$ cat config.mk
export PLATFORM = sky130hd
export DESIGN_NAME = ccnb_element_tokenizer_unit
export DESIGN_NICKNAME = d
export VERILOG_FILES = /design/src/rtl/ccnb_tok_pkg.sv /design/src/rtl/ccnb_tok_parse.sv /design/src/rtl/ccnb_tok_outbuf.sv /design/src/rtl/ccnb_element_tokenizer_unit.sv
export SDC_FILE = /design/constraint.sdc
export NUM_CORES = 1
export LEC_CHECK = 0
export BUFFER_PORTS_ARGS = -buffer_cell sky130_fd_sc_hd__clkbuf_2
export CAP_MARGIN = 20
export CELL_PAD_IN_SITES_DETAIL_PLACEMENT = 0
export CELL_PAD_IN_SITES_GLOBAL_PLACEMENT = 1
export CORE_UTILIZATION = 46
export CTS_BUF_LIST = sky130_fd_sc_hd__clkbuf_4
export CTS_CLUSTER_DIAMETER = 80
export DETAILED_ROUTE_END_ITERATION = 8
export PLACE_DENSITY = 0.87
export SKIP_CTS_REPAIR_TIMING = 1
export SYNTH_ARGS = -nofsm -noshare
export SYNTH_HDL_FRONTEND = slang
export SYNTH_SLANG_ARGS = --single-unit
$ cat constraint.sdc
create_clock -name clock -period 12.8 [get_ports clock]
set_input_delay 2.56 -clock clock [delete_from_list [all_inputs] [get_ports clock]]
set_output_delay 2.56 -clock clock [all_outputs]
set_load 0.01 [all_outputs]
$ cat src/rtl/ccnb_tok_pkg.sv
// Shared types and constants for the CCNb element tokenizer.
// Used by ccnb_tok_parse, ccnb_tok_outbuf and ccnb_element_tokenizer_unit.
// Depends on nothing else.
package ccnb_tok_pkg;

   // Field widths of one token.
   localparam int TOL_W   = 25;
   localparam int DATA_W  = 8;
   localparam int DEPTH_W = 5;
   // Width used when comparing a depth against the effective limit.
   localparam int LIM_W   = 7;

   // Default header length limit and the hard ceiling on nesting depth.
   localparam int HDR_BYTES_DEF = 4;
   localparam int MAX_DEPTH     = 16;

   // Reset value of the depth limit register.
   localparam logic [DEPTH_W-1:0] DEPTH_LIMIT_RST = 5'd16;

   // Register addresses on the configuration port (word index).
   localparam logic REG_DEPTH_LIMIT = 1'b0;

   // Header type codes carried in the low three bits of the closing byte.
   localparam logic [2:0] HT_DTAG  = 3'd2;
   localparam logic [2:0] HT_DATTR = 3'd4;
   localparam logic [2:0] HT_BLOB  = 3'd5;
   localparam logic [2:0] HT_UDATA = 3'd6;

   typedef enum logic [1:0] {
      MODE_HEADER  = 2'd0,
      MODE_PAYLOAD = 2'd1,
      MODE_ERROR   = 2'd2,
      MODE_DONE    = 2'd3
   } mode_type;

   typedef enum logic [2:0] {
      KIND_OPEN_TAG  = 3'd0,
      KIND_OPEN_ATTR = 3'd1,
      KIND_BLOB      = 3'd2,
      KIND_TEXT      = 3'd3,
      KIND_PAYLOAD   = 3'd4,
      KIND_CLOSE     = 3'd5,
      KIND_END       = 3'd6,
      KIND_ERROR     = 3'd7
   } kind_type;

   // Parser state apart from the header byte count, whose width follows
   // the header length parameter.
   typedef struct packed {
      mode_type           mode;
      logic [TOL_W-1:0]   accum;
      logic [TOL_W-1:0]   left;
      logic [DEPTH_W-1:0] depth;
   } state_type;

   typedef struct packed {
      kind_type           kind;
      logic [TOL_W-1:0]   tol;
      logic [DATA_W-1:0]  data;
      logic [DEPTH_W-1:0] depth;
      logic               last;
   } token_type;

endpackage

$ cat src/rtl/ccnb_tok_parse.sv
// Single-pass parse step: next parser state and up to two tokens for one byte.
// Purely combinational; depends on ccnb_tok_pkg.
// The parser state registers live in the top level.
module ccnb_tok_parse #(
   parameter int HDR_BYTES = ccnb_tok_pkg::HDR_BYTES_DEF,
   localparam int HCW = (HDR_BYTES > 1) ? $clog2(HDR_BYTES) : 1
) (
   input  logic [7:0]                           in_byte,
   input  logic                                 sop,
   input  logic                                 last,
   input  ccnb_tok_pkg::state_type              st,
   input  logic [HCW-1:0]                       hcount,
   input  logic [ccnb_tok_pkg::DEPTH_W-1:0]     depth_limit,
   output ccnb_tok_pkg::state_type              st_in,
   output logic [HCW-1:0]                       hcount_in,
   output ccnb_tok_pkg::token_type              tok0,
   output ccnb_tok_pkg::token_type              tok1,
   output logic [1:0]                           ntok
);

   ccnb_tok_pkg::state_type                    cur;
   logic [HCW-1:0]                             hc;
   logic [HCW:0]                               hc_plus;
   logic [ccnb_tok_pkg::LIM_W-1:0]             lim_eff;
   logic [ccnb_tok_pkg::LIM_W-1:0]             depth_plus;
   logic [ccnb_tok_pkg::TOL_W-1:0]             num;
   logic [ccnb_tok_pkg::TOL_W-1:0]             left_dec;
   logic [2:0]                                 typ;
   logic                                       active;
   logic                                       emit;
   logic                                       tail_err;
   ccnb_tok_pkg::kind_type                     kind;
   logic [ccnb_tok_pkg::TOL_W-1:0]             tol;
   logic [ccnb_tok_pkg::DATA_W-1:0]            dbyte;
   ccnb_tok_pkg::token_type                    err_tok;

   // Effective limit is the smaller of the register and the hard ceiling.
   always_comb begin
      if ({2'b00, depth_limit} < ccnb_tok_pkg::LIM_W'(ccnb_tok_pkg::MAX_DEPTH)) begin
         lim_eff = {2'b00, depth_limit};
      end else begin
         lim_eff = ccnb_tok_pkg::LIM_W'(ccnb_tok_pkg::MAX_DEPTH);
      end
   end

   always_comb begin
      // Start of packet clears the state before this byte is looked at.
      cur = st;
      hc  = hcount;
      if (sop) begin
         cur.mode  = ccnb_tok_pkg::MODE_HEADER;
         cur.accum = '0;
         cur.left  = '0;
         cur.depth = '0;
         hc        = '0;
      end

      hc_plus    = {1'b0, hc} + (HCW+1)'(1);
      depth_plus = {2'b00, cur.depth} + ccnb_tok_pkg::LIM_W'(1);
      num        = {cur.accum[ccnb_tok_pkg::TOL_W-5:0], in_byte[6:3]};
      typ        = in_byte[2:0];
      left_dec   = cur.left - ccnb_tok_pkg::TOL_W'(1);

      st_in     = cur;
      hcount_in = hc;
      active    = 1'b1;
      emit      = 1'b0;
      kind      = ccnb_tok_pkg::KIND_ERROR;
      tol       = '0;
      dbyte     = '0;

      case (cur.mode)
         ccnb_tok_pkg::MODE_HEADER: begin
            if (hc == '0 && in_byte == 8'h00) begin
               // A zero in first header position closes an element or ends
               // the packet at the outermost level.
               emit = 1'b1;
               if (cur.depth == '0) begin
                  st_in.mode = ccnb_tok_pkg::MODE_DONE;
                  kind       = ccnb_tok_pkg::KIND_END;
               end else begin
                  st_in.depth = cur.depth - ccnb_tok_pkg::DEPTH_W'(1);
                  kind        = ccnb_tok_pkg::KIND_CLOSE;
               end
            end else if (!in_byte[7]) begin
               st_in.accum = {cur.accum[ccnb_tok_pkg::TOL_W-8:0], in_byte[6:0]};
               hcount_in   = hc_plus[HCW-1:0];
               if (hc_plus >= (HCW+1)'(HDR_BYTES)) begin
                  emit       = 1'b1;
                  st_in.mode = ccnb_tok_pkg::MODE_ERROR;
               end
            end else begin
               emit        = 1'b1;
               st_in.accum = '0;
               hcount_in   = '0;
               case (typ) inside
                  ccnb_tok_pkg::HT_DTAG, ccnb_tok_pkg::HT_DATTR: begin
                     if (depth_plus > lim_eff) begin
                        st_in.mode = ccnb_tok_pkg::MODE_ERROR;
                     end else begin
                        st_in.depth = depth_plus[ccnb_tok_pkg::DEPTH_W-1:0];
                        kind = (typ == ccnb_tok_pkg::HT_DTAG) ? ccnb_tok_pkg::KIND_OPEN_TAG
                                                              : ccnb_tok_pkg::KIND_OPEN_ATTR;
                        tol  = num;
                     end
                  end
                  ccnb_tok_pkg::HT_BLOB, ccnb_tok_pkg::HT_UDATA: begin
                     kind = (typ == ccnb_tok_pkg::HT_BLOB) ? ccnb_tok_pkg::KIND_BLOB
                                                           : ccnb_tok_pkg::KIND_TEXT;
                     tol  = num;
                     // An empty payload stays in header mode.
                     if (num != '0) begin
                        st_in.left = num;
                        st_in.mode = ccnb_tok_pkg::MODE_PAYLOAD;
                     end
                  end
                  default: begin
                     st_in.mode = ccnb_tok_pkg::MODE_ERROR;
                  end
               endcase
            end
         end
         ccnb_tok_pkg::MODE_PAYLOAD: begin
            emit       = 1'b1;
            kind       = ccnb_tok_pkg::KIND_PAYLOAD;
            dbyte      = in_byte;
            st_in.left = left_dec;
            if (left_dec == '0) begin
               st_in.mode = ccnb_tok_pkg::MODE_HEADER;
            end
         end
         default: begin
            // Sticky error or packet already ended: the byte is swallowed.
            active = 1'b0;
         end
      endcase

      // The last byte of a buffer inside an unfinished structure adds an error.
      tail_err = last && active &&
                 ((st_in.mode == ccnb_tok_pkg::MODE_PAYLOAD) ||
                  ((st_in.mode == ccnb_tok_pkg::MODE_HEADER) &&
                   (hcount_in != '0 || st_in.depth != '0)));
      if (tail_err) begin
         st_in.mode = ccnb_tok_pkg::MODE_ERROR;
      end

      err_tok.kind  = ccnb_tok_pkg::KIND_ERROR;
      err_tok.tol   = '0;
      err_tok.data  = '0;
      err_tok.depth = st_in.depth;
      err_tok.last  = 1'b1;

      if (emit) begin
         tok0.kind  = kind;
         tok0.tol   = tol;
         tok0.data  = dbyte;
         tok0.depth = st_in.depth;
         tok0.last  = !tail_err;
      end else begin
         tok0 = err_tok;
      end
      tok1 = err_tok;
      ntok = {1'b0, emit} + {1'b0, tail_err};
   end

endmodule

$ cat src/rtl/ccnb_tok_outbuf.sv
// Two-slot token buffer driving the result channel of the tokenizer.
// Loaded with all tokens of one byte at once and drained one per transfer.
// Depends on ccnb_tok_pkg.
module ccnb_tok_outbuf (
   input  logic                      clock,
   input  logic                      reset,
   input  logic                      push,
   input  logic [1:0]                push_cnt,
   input  ccnb_tok_pkg::token_type   push_tok0,
   input  ccnb_tok_pkg::token_type   push_tok1,
   output logic                      can_push,
   output logic                      out_valid,
   input  logic                      out_ready,
   output ccnb_tok_pkg::token_type   out_tok
);

   ccnb_tok_pkg::token_type slot0_ff, slot0_in;
   ccnb_tok_pkg::token_type slot1_ff, slot1_in;
   logic [1:0]              cnt_ff, cnt_in;
   logic                    pop;

   assign pop       = (cnt_ff != 2'd0) && out_ready;
   // A new byte may enter once whatever is left will have gone by this edge.
   assign can_push  = (cnt_ff == 2'd0) || ((cnt_ff == 2'd1) && out_ready);
   assign out_valid = (cnt_ff != 2'd0);
   assign out_tok   = slot0_ff;

   always_comb begin
      slot0_in = slot0_ff;
      slot1_in = slot1_ff;
      cnt_in   = cnt_ff;
      if (push) begin
         slot0_in = push_tok0;
         slot1_in = push_tok1;
         cnt_in   = push_cnt;
      end else if (pop) begin
         slot0_in = slot1_ff;
         cnt_in   = cnt_ff - 2'd1;
      end
   end

   always_ff @(posedge clock) begin
      if (reset) begin
         cnt_ff <= 2'd0;
      end else begin
         cnt_ff <= cnt_in;
      end
   end

   always_ff @(posedge clock) begin
      slot0_ff <= slot0_in;
      slot1_ff <= slot1_in;
   end

`ifndef SYNTH
   a_cnt_range: assert property (@(posedge clock) disable iff (reset)
      cnt_ff != 2'd3)
      else $error("token buffer count out of range");

   a_no_overwrite: assert property (@(posedge clock) disable iff (reset)
      push |-> (cnt_ff == 2'd0 || (cnt_ff == 2'd1 && pop)))
      else $error("token buffer loaded over an undelivered token");

   a_push_shows: assert property (@(posedge clock) disable iff (reset)
      (push && push_cnt != 2'd0) |=> out_valid)
      else $error("pushed tokens not presented");

   a_pair_order: assert property (@(posedge clock) disable iff (reset)
      (cnt_ff == 2'd2) |-> !slot0_ff.last)
      else $error("first of two tokens marked as last of run");
`endif

endmodule

$ cat src/rtl/ccnb_element_tokenizer_unit.sv
// Top level of the CCNb element tokenizer: stream ports, configuration
// register, parser state registers. Depends on ccnb_tok_pkg,
// ccnb_tok_parse and ccnb_tok_outbuf.

// The tokenizer takes one byte of a CCNb binary XML packet per transfer on
// the req_ channel and gives the tokens that byte completes on the rsp_
// channel: opens, blob and text starts, payload bytes, closes, the packet
// end and errors. All the parsing for a byte is done in a single pass of
// combinational logic at the input, and the parser state is updated at the
// edge on which the byte is taken; the byte's tokens appear on the result
// channel from the next cycle on. After a byte that causes no token or one
// token, a byte can be accepted in every cycle while the result side keeps
// up. A byte that causes two tokens (its own token and an error for a
// buffer that ends inside an unfinished structure) holds off the next byte
// until the first of its tokens is taken from the two-slot token buffer.
// The token buffer also parts the two sides: a byte is accepted while the
// last token of the previous byte is being taken. Every token of a byte
// carries the nesting depth after it, and the final token of a byte has
// rsp_tlast set. After an error or the packet end, bytes are swallowed
// without tokens until a byte with start of packet set. The depth limit
// register sits at byte address 0 and should only be written while no
// byte is in flight. No clearing pass is needed after reset.
module ccnb_element_tokenizer_unit #(
   parameter int HDR_BYTES = ccnb_tok_pkg::HDR_BYTES_DEF
) (
   input  logic        clock,
   input  logic        reset,

   // Input byte stream.
   input  logic        req_tvalid,
   output logic        req_tready,
   input  logic [7:0]  req_tdata,   // [7:0] in_byte
   input  logic        req_tuser,   // [0] start_of_packet
   input  logic        req_tlast,   // last_byte

   // Token stream.
   output logic        rsp_tvalid,
   input  logic        rsp_tready,
   output logic [39:0] rsp_tdata,   // [24:0] tag_or_length, [32:25] data_byte,
                                    // [37:33] nest_depth, [39:38] zero
   output logic [2:0]  rsp_tuser,   // [2:0] token_kind
   output logic        rsp_tlast,   // last_of_run

   // Configuration port.
   input  logic        csr_psel,
   input  logic        csr_penable,
   input  logic        csr_pwrite,
   input  logic [2:0]  csr_paddr,
   input  logic [31:0] csr_pwdata,
   output logic [31:0] csr_prdata,
   output logic        csr_pready
);

   localparam int HCW = (HDR_BYTES > 1) ? $clog2(HDR_BYTES) : 1;

   logic                                   accept;
   logic                                   cfg_write;

   logic [ccnb_tok_pkg::DEPTH_W-1:0]       depth_limit_ff, depth_limit_in;
   ccnb_tok_pkg::state_type                state_ff, state_in;
   logic [HCW-1:0]                         hcount_ff, hcount_in;

   ccnb_tok_pkg::token_type                tok0;
   ccnb_tok_pkg::token_type                tok1;
   logic [1:0]                             ntok;
   logic                                   can_push;
   ccnb_tok_pkg::token_type                head_tok;

   assign accept = req_tvalid && req_tready;

   // The register is written in the access phase; the word index is bit 2.
   assign csr_pready = 1'b1;
   assign cfg_write  = csr_psel && csr_penable && csr_pwrite && csr_pready &&
                       (csr_paddr[2] == ccnb_tok_pkg::REG_DEPTH_LIMIT);

   always_comb begin
      depth_limit_in = depth_limit_ff;
      if (cfg_write) begin
         depth_limit_in = csr_pwdata[ccnb_tok_pkg::DEPTH_W-1:0];
      end
   end

   always_comb begin
      if (csr_paddr[2] == ccnb_tok_pkg::REG_DEPTH_LIMIT) begin
         csr_prdata = {{(32-ccnb_tok_pkg::DEPTH_W){1'b0}}, depth_limit_ff};
      end else begin
         csr_prdata = '0;
      end
   end

   always_ff @(posedge clock) begin
      if (reset) begin
         depth_limit_ff <= ccnb_tok_pkg::DEPTH_LIMIT_RST;
      end else begin
         depth_limit_ff <= depth_limit_in;
      end
   end

   // Parse step for the byte on the input; its result is taken only on a
   // transfer.
   ccnb_tok_parse #(
      .HDR_BYTES (HDR_BYTES)
   ) u_parse (
      .in_byte     (req_tdata),
      .sop         (req_tuser),
      .last        (req_tlast),
      .st          (state_ff),
      .hcount      (hcount_ff),
      .depth_limit (depth_limit_ff),
      .st_in       (state_in),
      .hcount_in   (hcount_in),
      .tok0        (tok0),
      .tok1        (tok1),
      .ntok        (ntok)
   );

   always_ff @(posedge clock) begin
      if (reset) begin
         state_ff.mode  <= ccnb_tok_pkg::MODE_HEADER;
         state_ff.accum <= '0;
         state_ff.left  <= '0;
         state_ff.depth <= '0;
         hcount_ff      <= '0;
      end else if (accept) begin
         state_ff  <= state_in;
         hcount_ff <= hcount_in;
      end
   end

   ccnb_tok_outbuf u_outbuf (
      .clock     (clock),
      .reset     (reset),
      .push      (accept),
      .push_cnt  (ntok),
      .push_tok0 (tok0),
      .push_tok1 (tok1),
      .can_push  (can_push),
      .out_valid (rsp_tvalid),
      .out_ready (rsp_tready),
      .out_tok   (head_tok)
   );

   assign req_tready = can_push;

   assign rsp_tdata = {2'b00, head_tok.depth, head_tok.data, head_tok.tol};
   assign rsp_tuser = head_tok.kind;
   assign rsp_tlast = head_tok.last;

endmodule

* After elaboration in Yosys (flattened, before gate mapping)
Cells that the tools add are included.
** Word-level totals
- Flip-flop bits (word level) :: 113
- Input port bits :: 52
** Operators by class
- Eq/ne operators :: 7
- Reduce and logical (&&, ||, !) cells :: 29
- Multiplexer cells :: 56
- Order comparisons :: 3
- Bitwise gates (word level) :: 1
- Add/sub/neg operators :: 6
** Operator list (count)
- $mux W25 :: 10
- $mux W42 :: 3
- $mux W57 :: 1
- $mux W50 :: 1
- $pmux W25 S2 :: 1
- $mux W5 :: 7
- $mux W2 :: 16
- $mux W30 :: 1
- $mux W27 :: 1
- $logic_not A25 Y1 :: 1
- $reduce_bool A25 Y1 :: 1
- $sub A25 B1 Y25 const B :: 1
- $mux W3 :: 5
- $logic_and A1 B1 Y1 :: 10
- $eq A3 B3 Y1 const B :: 3
- $logic_not A2 Y1 :: 4
- $logic_not A8 Y1 :: 1
- $mux W8 :: 1
- $gt A7 B5 Y1 :: 1
- $add A5 B1 Y6 const B :: 1
- $eq A2 B1 Y1 const B :: 3
- $mux W1 :: 6
- $pmux W3 S2 :: 1
- $reduce_bool A2 Y1 :: 3
- other kinds (15) :: 19

* Logic depth before layout (Yosys ltp)
Gate-level depths: netlist (run 1).
- Depth after elaboration :: 16
- Mapped depth :: 20
- Gate-level depth less buffers :: 19

* Hierarchy
Synthesis (run 1) repeated with hierarchy kept, for this count alone.
** Unflattened totals
- Cells, all modules :: 1042
- Area, all modules :: 9923.3 um2
** By module, submodules not included
- ccnb_tok_parse :: cells an instance 563, area an instance 3434.5 um2, instances 1
- ccnb_element_tokenizer_unit :: cells an instance 329, area an instance 3278.1 um2, instances 1
- ccnb_tok_outbuf :: cells an instance 150, area an instance 3210.6 um2, instances 1

* Worst setup path before layout (run 1)
OpenSTA, ideal clock, no wires.
- Path type :: input -> register
- Start :: input port req_tuser
- End :: register u_outbuf.cnt_ff[0]
- Arrival time :: 6.449 ns
- Path slack :: 6.265 ns
- Library setup time :: 0.086 ns
- Buffers on the path :: 4
- Stages :: 17
- Required time :: 12.714 ns
- Cells stage by stage :: clkbuf_1 clkbuf_1 buf_1 clkbuf_1 nor2_1 ha_1 a21o_1 mux2i_1 a21oi_1 or2_2 a311oi_2 or3b_1 o41ai_2 nor2_1 ha_1 o21ai_0 a211oi_1
** On the way
- Word-level cells in the longest chain between the ends :: 15
** Ends and longest elaborated chain
- start: declaration :: line ccnb_element_tokenizer_unit.sv:33 : input logic req_tuser,
- $mux W57 :: line ccnb_tok_parse.sv:50 : if (sop) begin
- $add A5 B1 Y6 :: line ccnb_tok_parse.sv:59 : depth_plus = {2'b00, cur.depth} + ccnb_tok_pkg::LIM_W'(1);
- $gt A7 B5 Y1 :: line ccnb_tok_parse.sv:98 : if (depth_plus > lim_eff) begin
- $mux W5 :: line ccnb_tok_parse.sv:98
- $mux W5 :: line ccnb_tok_parse.sv:96 : case (typ) inside
- $mux W30 :: line ccnb_tok_parse.sv:85 : end else if (!in_byte[7]) begin
- $mux W5 :: line ccnb_tok_parse.sv:74 : if (hc == '0 && in_byte == 8'h00) begin
- $mux W5 :: line ccnb_tok_parse.sv:72 : case (cur.mode)
- $reduce_bool A5 Y1 :: line ccnb_tok_parse.sv:142 : (hcount_in != '0 || st_in.depth != '0)));
- $logic_or A1 B1 Y1 :: line ccnb_tok_parse.sv:142
- $logic_and A1 B1 Y1 :: line ccnb_tok_parse.sv:141 : ((st_in.mode == ccnb_tok_pkg::MODE_HEADER) &&
- $logic_or A1 B1 Y1 :: line ccnb_tok_parse.sv:140 : ((st_in.mode == ccnb_tok_pkg::MODE_PAYLOAD) ||
- $logic_and A1 B1 Y1 :: line ccnb_tok_parse.sv:139 : tail_err = last && active &&
- $add A1 B1 Y2 * :: line ccnb_tok_parse.sv:163 : ntok = {1'b0, emit} + {1'b0, tail_err};
- $mux W2 * :: line ccnb_tok_outbuf.sv:32 : if (push) begin
- end signal: assignment :: line ccnb_tok_outbuf.sv:46 : cnt_ff <= cnt_in;
- end: declaration :: line ccnb_tok_outbuf.sv:19 : logic [1:0] cnt_ff, cnt_in;
Every way passes the cells marked *; elsewhere a longest branch is shown, timed or not.
A chain may end at the register's enable or synchronous reset.

* Final worst setup path (run 1)
Ends and elaborated chain as after synthesis.

==> metrics.md, run 1 <==
| Metric | Value |
|---|---|
| Worst hold path type | reg2reg |
| Number of distinct library cells after synthesis | 71 |
| CP bufs+invs | 3 |
| GR peak layer | met2 |
| Fin. max-slew vios | 0 |
| Total number of vias | 5163 |
| Critical path peak fanout | 47 |
| Largest net degree at the start of global routing | 63 |
| GRT Overall Usage | 23.2% |
| Die area | 13500 µm² |
| Post-synthesis register bit count | 109 |
| Initial antenna violation count | 0 |
| Most used cell, CP | ha_1 |
| Final ANT Viol Nets | 0 |
| CP startpoint kind | input port |
| RSZ-0062 raised after global routing | false |
| Worst path top cell family by delay | compound AO/OA/AOI/OAI gates |
| WP data required | 13.22 ns |
| Io pins | 131 |
| First-pass GRT wire length | 24.3 mm |
| Synth top area share | 23.5% |
| Port bufs | 71 |
| Final-stage net count | 783 |
| Primary FF master, synth | dfxtp_1 |
| Starting Density | 47.5% |
| Setup violations, final | 0 |
| Synth area leaders | edfxtp_1 23%, dfxtp_1 21%, nor2_1 6.4% |
| Clk buf depth | 2 |
| M3 GR Usage | 4.10% |
| Peak supply drop | 0.0406 mV |
| Slew margin rel. | 30.4% |
| M1 GR Usage | 31.9% |
| Pwr/cell area | 130 nW/µm² |
| Number of synthesized flops with an enable pin | 47 |
| Synth cell count leaders | 102 x nor2_1, 62 x dfxtp_1, 47 x edfxtp_1, 41 x nand2_1, 35 x clkbuf_1 |
| Worst-path clk slew | 0.19 ns |
| Post-route worst setup slack | 4.99 ns |
| Slowest cell delay on critical path | 0.73 ns |
| Critical Path Slowest Stage Cell | clkbuf_2 |
| Type of the worst setup path | in2reg |
| Total CTS buffers | 9 |
| Starting DRC count in detailed routing | 623 |
| First drt pass iteration count | 6 |
| # fillers | 1161 |
| GPL Wtd Cong | 0.914 |
| Die W | 116 µm |
| CTS tree | yes |
| Critical-path cell list | clkbuf_2 -> inv_2 -> nand2_1 -> inv_1 -> ha_1 -> nand3_1 -> xor2_1 -> nor2_1 -> ha_1 -> a21o_1 -> mux2i_1 -> a21oi_1 -> nor4b_1 -> a311oi_2 -> or3b_1 -> o41ai_2 -> nor2_1 -> ha_1 -> o21ai_0 -> a211oi_1 |
| Least-Margin Pin Slew | 1.04 ns |
| Core area | 12700 µm² |
| Final worst-path cycle share | 61.0% |
| Status | completed |
| Die H | 116 µm |
| Mapped Avg Cell Area | 8.98 µm² |
| Share of post-route cells with drive strength above 1 | 16.0% |
| Cell Area, Synth | 6020 µm² |
| # DRC | 0 |
| Final WL | 15.2 mm |
| DP Wirelength | 10.5 mm |
| Final Power | 0.852 mW |
| Rows | 41 |
| Fin util | 51.6% |
| Final Skew | 0.0310 ns |
| CP arrival | 8.23 ns |
| Max_cap viols | 0 |
| Seq/Total Area, Yosys | 44.1% |
| Pleak | 2.70 nW |
| YS warnings | 0 |
| Wirelength per Cell | 16.9 µm |
| Count leader, synth | nor2_1 |
| Vias in the first global route | 4686 |
| Met2 Use GR | 36.8% |
| Grt ovf | 0 |
| CTS sink count | 109 |
| Place WS | 4.60 ns |
| Root buf cell | clkbuf_4 |
| Post-synthesis async set-or-reset flop share | 0% |
| H-tree Lvls | 3 |
| Total negative slack | 0 ns |
| Post-Syn Instances | 670 |
| Crit end category | flop |
| Clk Latency, worst-skew pair | 0.49 ns |
| Vias/cell | 5.76 |
| Final hold violations | 0 |
| Clock period minus worst slack | 7.81 ns |
| Achievable Freq | 128 MHz |
| Area Growth Syn to Fin | 8.69% |
| Yosys top cell by area | edfxtp_1 |
-- state kept, by name, summed over array words and instances (netlist names) --
signal	count
u_outbuf.slot1_ff	5
state_ff	53
depth_limit_ff	5
u_outbuf.out_tok	42
hcount_ff	2
u_outbuf.cnt_ff	2
-- metal layers --
layer  up-vias  part of all wire, %  wire length (µm)
li1       2470                    -                 -
met1      2421                   44              6750
met2       248                   45              6860
met3        24                  8.4              1270
met4         0                  2.0               301
met5         -                    0                 0
-- cells in the final DEF, fill, tap and decap left out, types with 7 or more instances in the layout --
cell type and n:
nor2_1 102, clkbuf_2 71, dfxtp_1 62, edfxtp_1 47
nand2_1 41, a21oi_1 34, a22oi_1 30, conb_1 30
and3_1 29, o21ai_0 27, nor3_1 20, nor2b_1 16
inv_1 14, nand3_1 13, nor4_1 13, ha_1 13
mux2i_1 12, xor2_1 10, or3_1 10, clkbuf_4 9
xnor2_1 8, buf_4 8, o31ai_1 7
-- through the flow --
step / hold WS (ns) / cells / cell area, µm²
2_1_floorplan: 0.459 / 698 / 6120
3_3_place_gp: 0.476 / 878 / 6370
3_5_place_dp: 0.492 / 879 / 6380
4_1_cts: 0.530 / 895 / 6540
5_1_grt: 0.556 / 895 / 6540
6_report: 0.519 / 896 / 6540
-- cell families after synthesis --
group,share of synthesized area [%]
adder cells (fa/ha/maj),2.70
other,0.125
buffers and inverters,7.38
multiplexers,2.37
XOR/XNOR,2.62
AO/OA/AOI/OAI,17.1
flip-flops,44.1
AND/OR/NAND/NOR,23.6
-- layout make-up --
cell class | count | area, µm² | area share (%)
repair buffers | 79 | 415 | 6.35
well taps | 172 | 215 | 3.29
clock buffers | 9 | 67.6 | 1.03
clock inverters | 7 | 90.1 | 1.38
multi-input cells | 503 | 3040 | 46.4
flip-flops and latches | 109 | 2650 | 40.6
inverters | 16 | 60.1 | 0.918
diodes | 1 | 2.50 | 0.0383
-- power breakdown --
group	internal (mW)	switching (mW)	leakage, nW
Clock	0.0477	0.130	0.0782
Combinational	0.0855	0.157	1.65
Sequential	0.406	0.0247	0.971
-- final timing paths --
check | end | cells past startpoint | slack (ns) | start
worst max-delay path | u_outbuf.cnt_ff[0] | 20 | 4.99 | req_tuser
worst min-delay path | depth_limit_ff[4] | 1 | 0.52 | depth_limit_ff[4]
worst min register to register | depth_limit_ff[4] | 1 | 0.52 | depth_limit_ff[4]
worst max register to register | u_outbuf.cnt_ff[0] | 18 | 7.99 | state_ff[0]
(Power assumes the default switching activity.)
==> inputs of run 2 (changes only) <==
- CORE_UTILIZATION: 46 -> 38
- PLACE_DENSITY: 0.87 -> 0.76
- clock period: 12.8 -> 7.1 ns (I/O delays scaled with it)
==> run 2 against run 1 <==
- sequential cell count stayed put
- setup slack worse by 3.5 ns
- critical path type unchanged
- sequential share of layout area is 0.40 points lower
- non-clock buffer count is 2 higher
- critical path depth stayed put
- largest cell class unchanged
- global-route usage is 3.4 points lower
- highest routed layer unchanged
- critical endpoint unchanged
==> metrics.md, run 2 (same netlist as run 1, synthesis figures left out) <==
| Metric | Value |
|---|---|
| WP data required | 7.52 ns (-5.70 ns) |
| First drt pass iteration count | 5 (-1) |
| Area Growth Syn to Fin | 9.78% |
| Total negative slack | 0 ns (unchanged) |
| Clk buf depth | 2 (unchanged) |
| CTS tree | yes |
| CP startpoint kind | input port |
| Critical path peak fanout | 21 (-55%) |
| Grt ovf | 0 (unchanged) |
| Starting DRC count in detailed routing | 394 (-37%) |
| Final Skew | 0.0145 ns (-0.0165 ns) |
| # fillers | 1524 (+31%) |
| Hold depth | 1 (unchanged) |
| Worst hold path type | reg2reg |
| Pwr/cell area | 235 nW/µm² (+80%) |
| Clock period minus worst slack | 5.58 ns |
| Pleak | 2.71 nW (+0.49%) |
| Commonest non-fill, non-tap cells in the layout | 102 x nor2_1, 71 x clkbuf_2, 62 x dfxtp_1 |
| Status | completed |
| Worst hold margin | 0.513 ns (-0.00529 ns) |
| Leading cell type in the layout, fill and taps excluded | nor2_1 |
| Final hold violations | 0 (unchanged) |
| R2R Setup Slk | 2.43 ns (-5.56 ns) |
| Root buf cell | clkbuf_4 |
| Wirelength per Cell | 16.9 µm (about the same) |
| Largest net degree at the start of global routing | 63 (unchanged) |
| RSZ-0062 raised after global routing | false |
| R2r endpoint | u_outbuf.cnt_ff[0] |
| Total number of vias | 5175 (+0.23%) |
| Fin. max-slew vios | 0 (unchanged) |
| Final WL | 15.9 mm (+4.6%) |
| Max_cap viols | 0 (unchanged) |
| Vias/cell | 5.52 (-4.2%) |
| Worst-path clk slew | 0.19 ns (about the same) |
| Slew margin rel. | 27.9% (-2.5 points) |
| Port bufs | 71 (unchanged) |
| Hold_sp | depth_limit_ff[4] |
| Setup violations, final | 0 (unchanged) |
| Final ANT Viol Nets | 0 (unchanged) |
| Io pins | 131 (unchanged) |
| Total CTS buffers | 9 (unchanged) |
| Placed Instances | 920 (+4.7%) |
| Reg with most FFs | state_ff |
| Crit end category | flop |
| CTS sink count | 109 (unchanged) |
| Worst-case reg-to-reg path depth | 18 (unchanged) |
| Die area | 16300 µm² (+21%) |
| DP Wirelength | 10.9 mm (+3.5%) |
| Clk Latency, worst-skew pair | 0.48 ns (about the same) |
| Vias in the first global route | 4780 (+2.0%) |
| CP arrival | 6.00 ns (-2.23 ns) |
| H-tree Lvls | 3 (unchanged) |
| Die W | 128 µm (+9.8%) |
| Final Power | 1.55 mW (+82%) |
| Share of post-route cells with drive strength above 1 | 16.3% (+0.23 points) |
| Die H | 128 µm (+9.8%) |
| Starting Density | 39.3% (-8.2 points) |
| # DRC | 0 (unchanged) |
| Peak supply drop | 0.117 mV (+190%) |
| Non-Filler Instances | 937 (+4.6%) |
| Core area | 15300 µm² (+21%) |
| Final-stage net count | 785 (+0.26%) |
| Crit. Startpoint | req_tuser |
| Max reg flops | 53 (unchanged) |
| Least-Margin Pin Slew | 1.08 ns (+0.0360 ns) |
| Place WS | 1.12 ns (-3.49 ns) |
| Hold EP | depth_limit_ff[4] |
| Rows | 45 (+9.8%) |
| Worst r2r src | state_ff[0] |
| Type of the worst setup path | in2reg |
| Post-route worst setup slack | 1.52 ns (-3.47 ns) |
| GRT Overall Usage | 19.8% (-3.4 points) |
| First-pass GRT wire length | 25.6 mm (+5.0%) |
| Achievable Freq | 179 MHz |
| Initial antenna violation count | 1 (+1) |
| GPL Wtd Cong | 0.855 (-6.6%) |
| Final worst-path cycle share | 78.6% |
-- run 2: through the flow --
stage | area, µm² | util, %
final | 6600 | 43.1
after detailed placement | 6440 | 42.1
after global routing | 6600 | 43.1
after global placement | 6440 | 42.1
after floorplan | 6120 | -
after CTS | 6600 | 43.1
-- run 2: per-layer routing --
layer | global-route usage (%) | routed length (µm)
met1 | 27.4 | 7660
met2 | 32.5 | 7380
met3 | 2.71 | 703
met4 | 5.19 | 136
met5 | 0 | 0
-- run 2: final cells by class --
class	instances	area, µm²	share of cell area (%)
flip-flops and latches	109	2650	40.2
multi-input cells	503	3040	46.0
clock buffers	9	67.6	1.02
repair buffers	81	430	6.52
well taps	211	264	4.00
inverters	16	60.1	0.909
clock inverters	7	91.3	1.38
diodes	1	2.50	0.0379
-- run 2: worst max-delay path by stage --
stage | cells after the start | slack (ns) | to
after floorplan | 17 | 1.70 | u_outbuf.cnt_ff[0]
after global placement | 20 | 1.14 | u_outbuf.cnt_ff[0]
after detailed placement | 20 | 1.12 | u_outbuf.cnt_ff[0]
after CTS | 20 | 1.61 | u_outbuf.cnt_ff[0]
after global routing | 20 | 1.16 | u_outbuf.cnt_ff[0]
final | 20 | 1.52 | u_outbuf.cnt_ff[0]
-- run 2: worst max-delay path: stages --
cell      delay (ns)
clkbuf_2        0.10
inv_2           0.27
nand2_1         0.14
inv_1           0.16
ha_1            0.28
nand3_1         0.14
xor2_1          0.18
nor2_1          0.06
ha_1            0.31
a21o_1          0.12
mux2i_1         0.06
a21oi_1         0.58
nor4b_1         0.15
a311oi_2        0.36
or3b_1          0.43
o41ai_2         0.50
nor2_1          0.09
ha_1            0.31
o21ai_0         0.08
a211oi_1        0.26
-- run 2: power breakdown --
| part | switching, mW | internal [mW] | leakage, nW |
|---|---|---|---|
| Sequential | 0.0440 | 0.731 | 0.971 |
| Combinational | 0.287 | 0.155 | 1.66 |
| Clock | 0.246 | 0.0863 | 0.0817 |
==> inputs of run 3 (changes only) <==
- CORE_UTILIZATION: 38 -> 42
- PLACE_DENSITY: 0.76 -> 0.8
- clock period: 7.1 -> 5.74 ns (I/O delays scaled with it)
==> run 3 against run 2 <==
- combinational power is 24% higher
- total power is 24% higher
- final area is 0.36% lower
- cell count is 3.1% lower
- critical path depth stayed put
- clock power is 24% higher
- hold slack better by 0.0074 ns
- largest cell class unchanged
- register-to-register slack worse by 1.2 ns
- setup slack worse by 0.62 ns
- core utilization is 4.1 points higher
- sequential power is 24% higher
==> metrics.md, run 3 (same netlist as run 1, synthesis figures left out) <==
| Metric | Value |
|---|---|
| Status | completed |
| Worst-path clk slew | 0.19 ns (about the same) |
| Largest net degree at the start of global routing | 63 (unchanged) |
| Peak supply drop | 0.142 mV (+21%) |
| Place WS | 0.436 ns (-0.680 ns) |
| Die area | 14800 µm² (-9.4%) |
| Hold_sp | u_outbuf.cnt_ff[1] |
| Vias/cell | 5.73 (+3.7%) |
| Starting Density | 43.2% (+3.9 points) |
| Hold depth | 2 (+1) |
| CP startpoint kind | input port |
| First-pass GRT wire length | 24.6 mm (-3.7%) |
| Type of the worst setup path | in2reg |
| Die W | 122 µm (-4.8%) |
| Root buf cell | clkbuf_4 |
| CTS tree | yes |
| Clock period minus worst slack | 4.85 ns |
| Die H | 122 µm (-4.8%) |
| Max reg flops | 53 (unchanged) |
| H-tree Lvls | 3 (unchanged) |
| Final worst-path cycle share | 84.4% |
| # DRC | 0 (unchanged) |
| Io pins | 131 (unchanged) |
| Share of post-route cells with drive strength above 1 | 16.5% (+0.23 points) |
| GPL Wtd Cong | 0.881 (+3.1%) |
| Worst r2r src | state_ff[1] |
| Wirelength per Cell | 17.3 µm (+1.9%) |
| Least-Margin Pin Slew | 1.05 ns (-0.0342 ns) |
| # fillers | 1331 (-13%) |
| Clk Latency, worst-skew pair | 0.50 ns (+0.02 ns) |
| First drt pass iteration count | 5 (unchanged) |
| Setup violations, final | 0 (unchanged) |
| Critical path peak fanout | 4 (-81%) |
| Final Skew | 0.0271 ns (+0.0126 ns) |
| Total negative slack | 0 ns (unchanged) |
| Final-stage net count | 787 (+0.25%) |
| Grt ovf | 0 (unchanged) |
| DP Wirelength | 10.8 mm (-0.18%) |
| Commonest non-fill, non-tap cells in the layout | 102 x nor2_1, 71 x clkbuf_2, 62 x dfxtp_1 |
| Achievable Freq | 206 MHz |
| DP Area | 6420 µm² (-0.37%) |
| Pwr/cell area | 292 nW/µm² (+25%) |
| RSZ-0062 raised after global routing | false |
| Power Internal | 1.21 mW (+24%) |
| Area Growth Syn to Fin | 9.38% |
| Net switching power | 0.716 mW (+24%) |
| Clock share of power | 21.5% (about the same) |
| Fin util | 47.2% (+4.1 points) |
| Post-route cell area | 6580 µm² (-0.36%) |
| Register share of total power | 50.0% (about the same) |
| Slew margin rel. | 30.2% (+2.3 points) |
| Final hold violations | 0 (unchanged) |
| M1 GR Usage | 29.4% (+2.0 points) |
| Crit end category | flop |
| Met2 Use GR | 34.4% (+1.9 points) |
| GRT Overall Usage | 21.4% (+1.6 points) |
| Pleak | 2.72 nW (+0.38%) |
| Total number of vias | 5200 (+0.48%) |
| WP data required | 6.16 ns (-1.36 ns) |
| Final WL | 15.7 mm (-1.2%) |
| Total CTS buffers | 9 (unchanged) |
| Clk buf depth | 2 (unchanged) |
| Vias in the first global route | 4639 (-2.9%) |
| Leading cell type in the layout, fill and taps excluded | nor2_1 |
| Logic pwr share | 28.6% (about the same) |
| GR peak layer | met2 |
| Max_cap viols | 0 (unchanged) |
| CTS sink count | 109 (unchanged) |
| Port bufs | 71 (unchanged) |
| Initial antenna violation count | 1 (unchanged) |
| Worst-case reg-to-reg path depth | 18 (unchanged) |
| CP arrival | 5.26 ns (-0.74 ns) |
| Fin. max-slew vios | 0 (unchanged) |
| Rows | 43 (-4.4%) |
| R2r endpoint | u_outbuf.cnt_ff[0] |
| Hold EP | u_outbuf.cnt_ff[1] |
| Post-route worst setup slack | 0.894 ns (-0.622 ns) |
| R2R Setup Slk | 1.21 ns (-1.22 ns) |
| Sw Ratio | 37.2% (about the same) |
| M3 GR Usage | 3.93% (+1.2 points) |
| Worst hold path type | reg2reg |
| Reg with most FFs | state_ff |
| Final ANT Viol Nets | 0 (unchanged) |
| Core area | 13900 µm² (-9.0%) |
| Starting DRC count in detailed routing | 508 (+29%) |
-- run 3: changes by cell type in the layout (fill, tap and decap cells not counted) --
cell,previous run,this run
inv_12,0,1
buf_4,10,12
clkinv_8,4,3
-- run 3: layout make-up --
class | count | area (µm²) | share of cell area (%)
Inverter | 16 | 60.1 | 0.913
Multi-Input combinational cell | 503 | 3040 | 46.1
Clock inverter | 7 | 91.3 | 1.39
Sequential cell | 109 | 2650 | 40.3
Timing Repair Buffer | 83 | 445 | 6.77
Tap cell | 180 | 225 | 3.42
Clock buffer | 9 | 67.6 | 1.03
Antenna cell | 1 | 2.50 | 0.0380
-- run 3: worst max-delay path by stage --
stage / from / end / slack (ns) / cells past startpoint
2_1_floorplan: req_tuser / u_outbuf.cnt_ff[0] / 0.62 / 17
3_3_place_gp: req_tuser / u_outbuf.cnt_ff[0] / 0.42 / 20
3_5_place_dp: req_tuser / u_outbuf.cnt_ff[0] / 0.44 / 20
4_1_cts: req_tuser / u_outbuf.cnt_ff[0] / 0.93 / 20
5_1_grt: req_tuser / u_outbuf.cnt_ff[0] / 0.57 / 20
6_report: req_tuser / u_outbuf.cnt_ff[0] / 0.89 / 20
-- run 3: power by group through the flow --
stage	Sequential (mW)	Combinational [mW]	Clock (mW)
floorplan	0.982	0.380	0
detailed placement	0.979	0.549	0
global placement	0.975	0.537	0
CTS	0.961	0.552	0.424
finish	0.961	0.550	0.413
global route	0.971	0.613	0.450
-- run 3: layer usage --
layer | vias to the layer above | routed length (µm)
met5 | - | 0
met4 | 0 | 194
met3 | 19 | 936
met2 | 198 | 7300
met1 | 2511 | 7250
li1 | 2472 | -
-- run 3: per-stage QoR --
stage | instances | hold slack [ns] | power [mW]
after CTS | 907 | 0.529 | 1.94
after global routing | 908 | 0.548 | 2.03
final | 908 | 0.521 | 1.92
after floorplan | 698 | 0.459 | 1.36
after detailed placement | 891 | 0.499 | 1.53
after global placement | 891 | 0.475 | 1.51
-- run 3: critical path, cell delays in order --
cell and delay, ns:
clkbuf_2 0.10, inv_2 0.06, nand2_1 0.07, inv_1 0.15, ha_1 0.26, nand3_1 0.14
xor2_1 0.20, nor2_1 0.06, ha_1 0.30, a21o_1 0.17, mux2i_1 0.13, a21oi_1 0.08
or2_2 0.35, a311oi_2 0.41, or3b_1 0.43, o41ai_2 0.46, nor2_1 0.09, ha_1 0.31
o21ai_0 0.09, a211oi_1 0.27
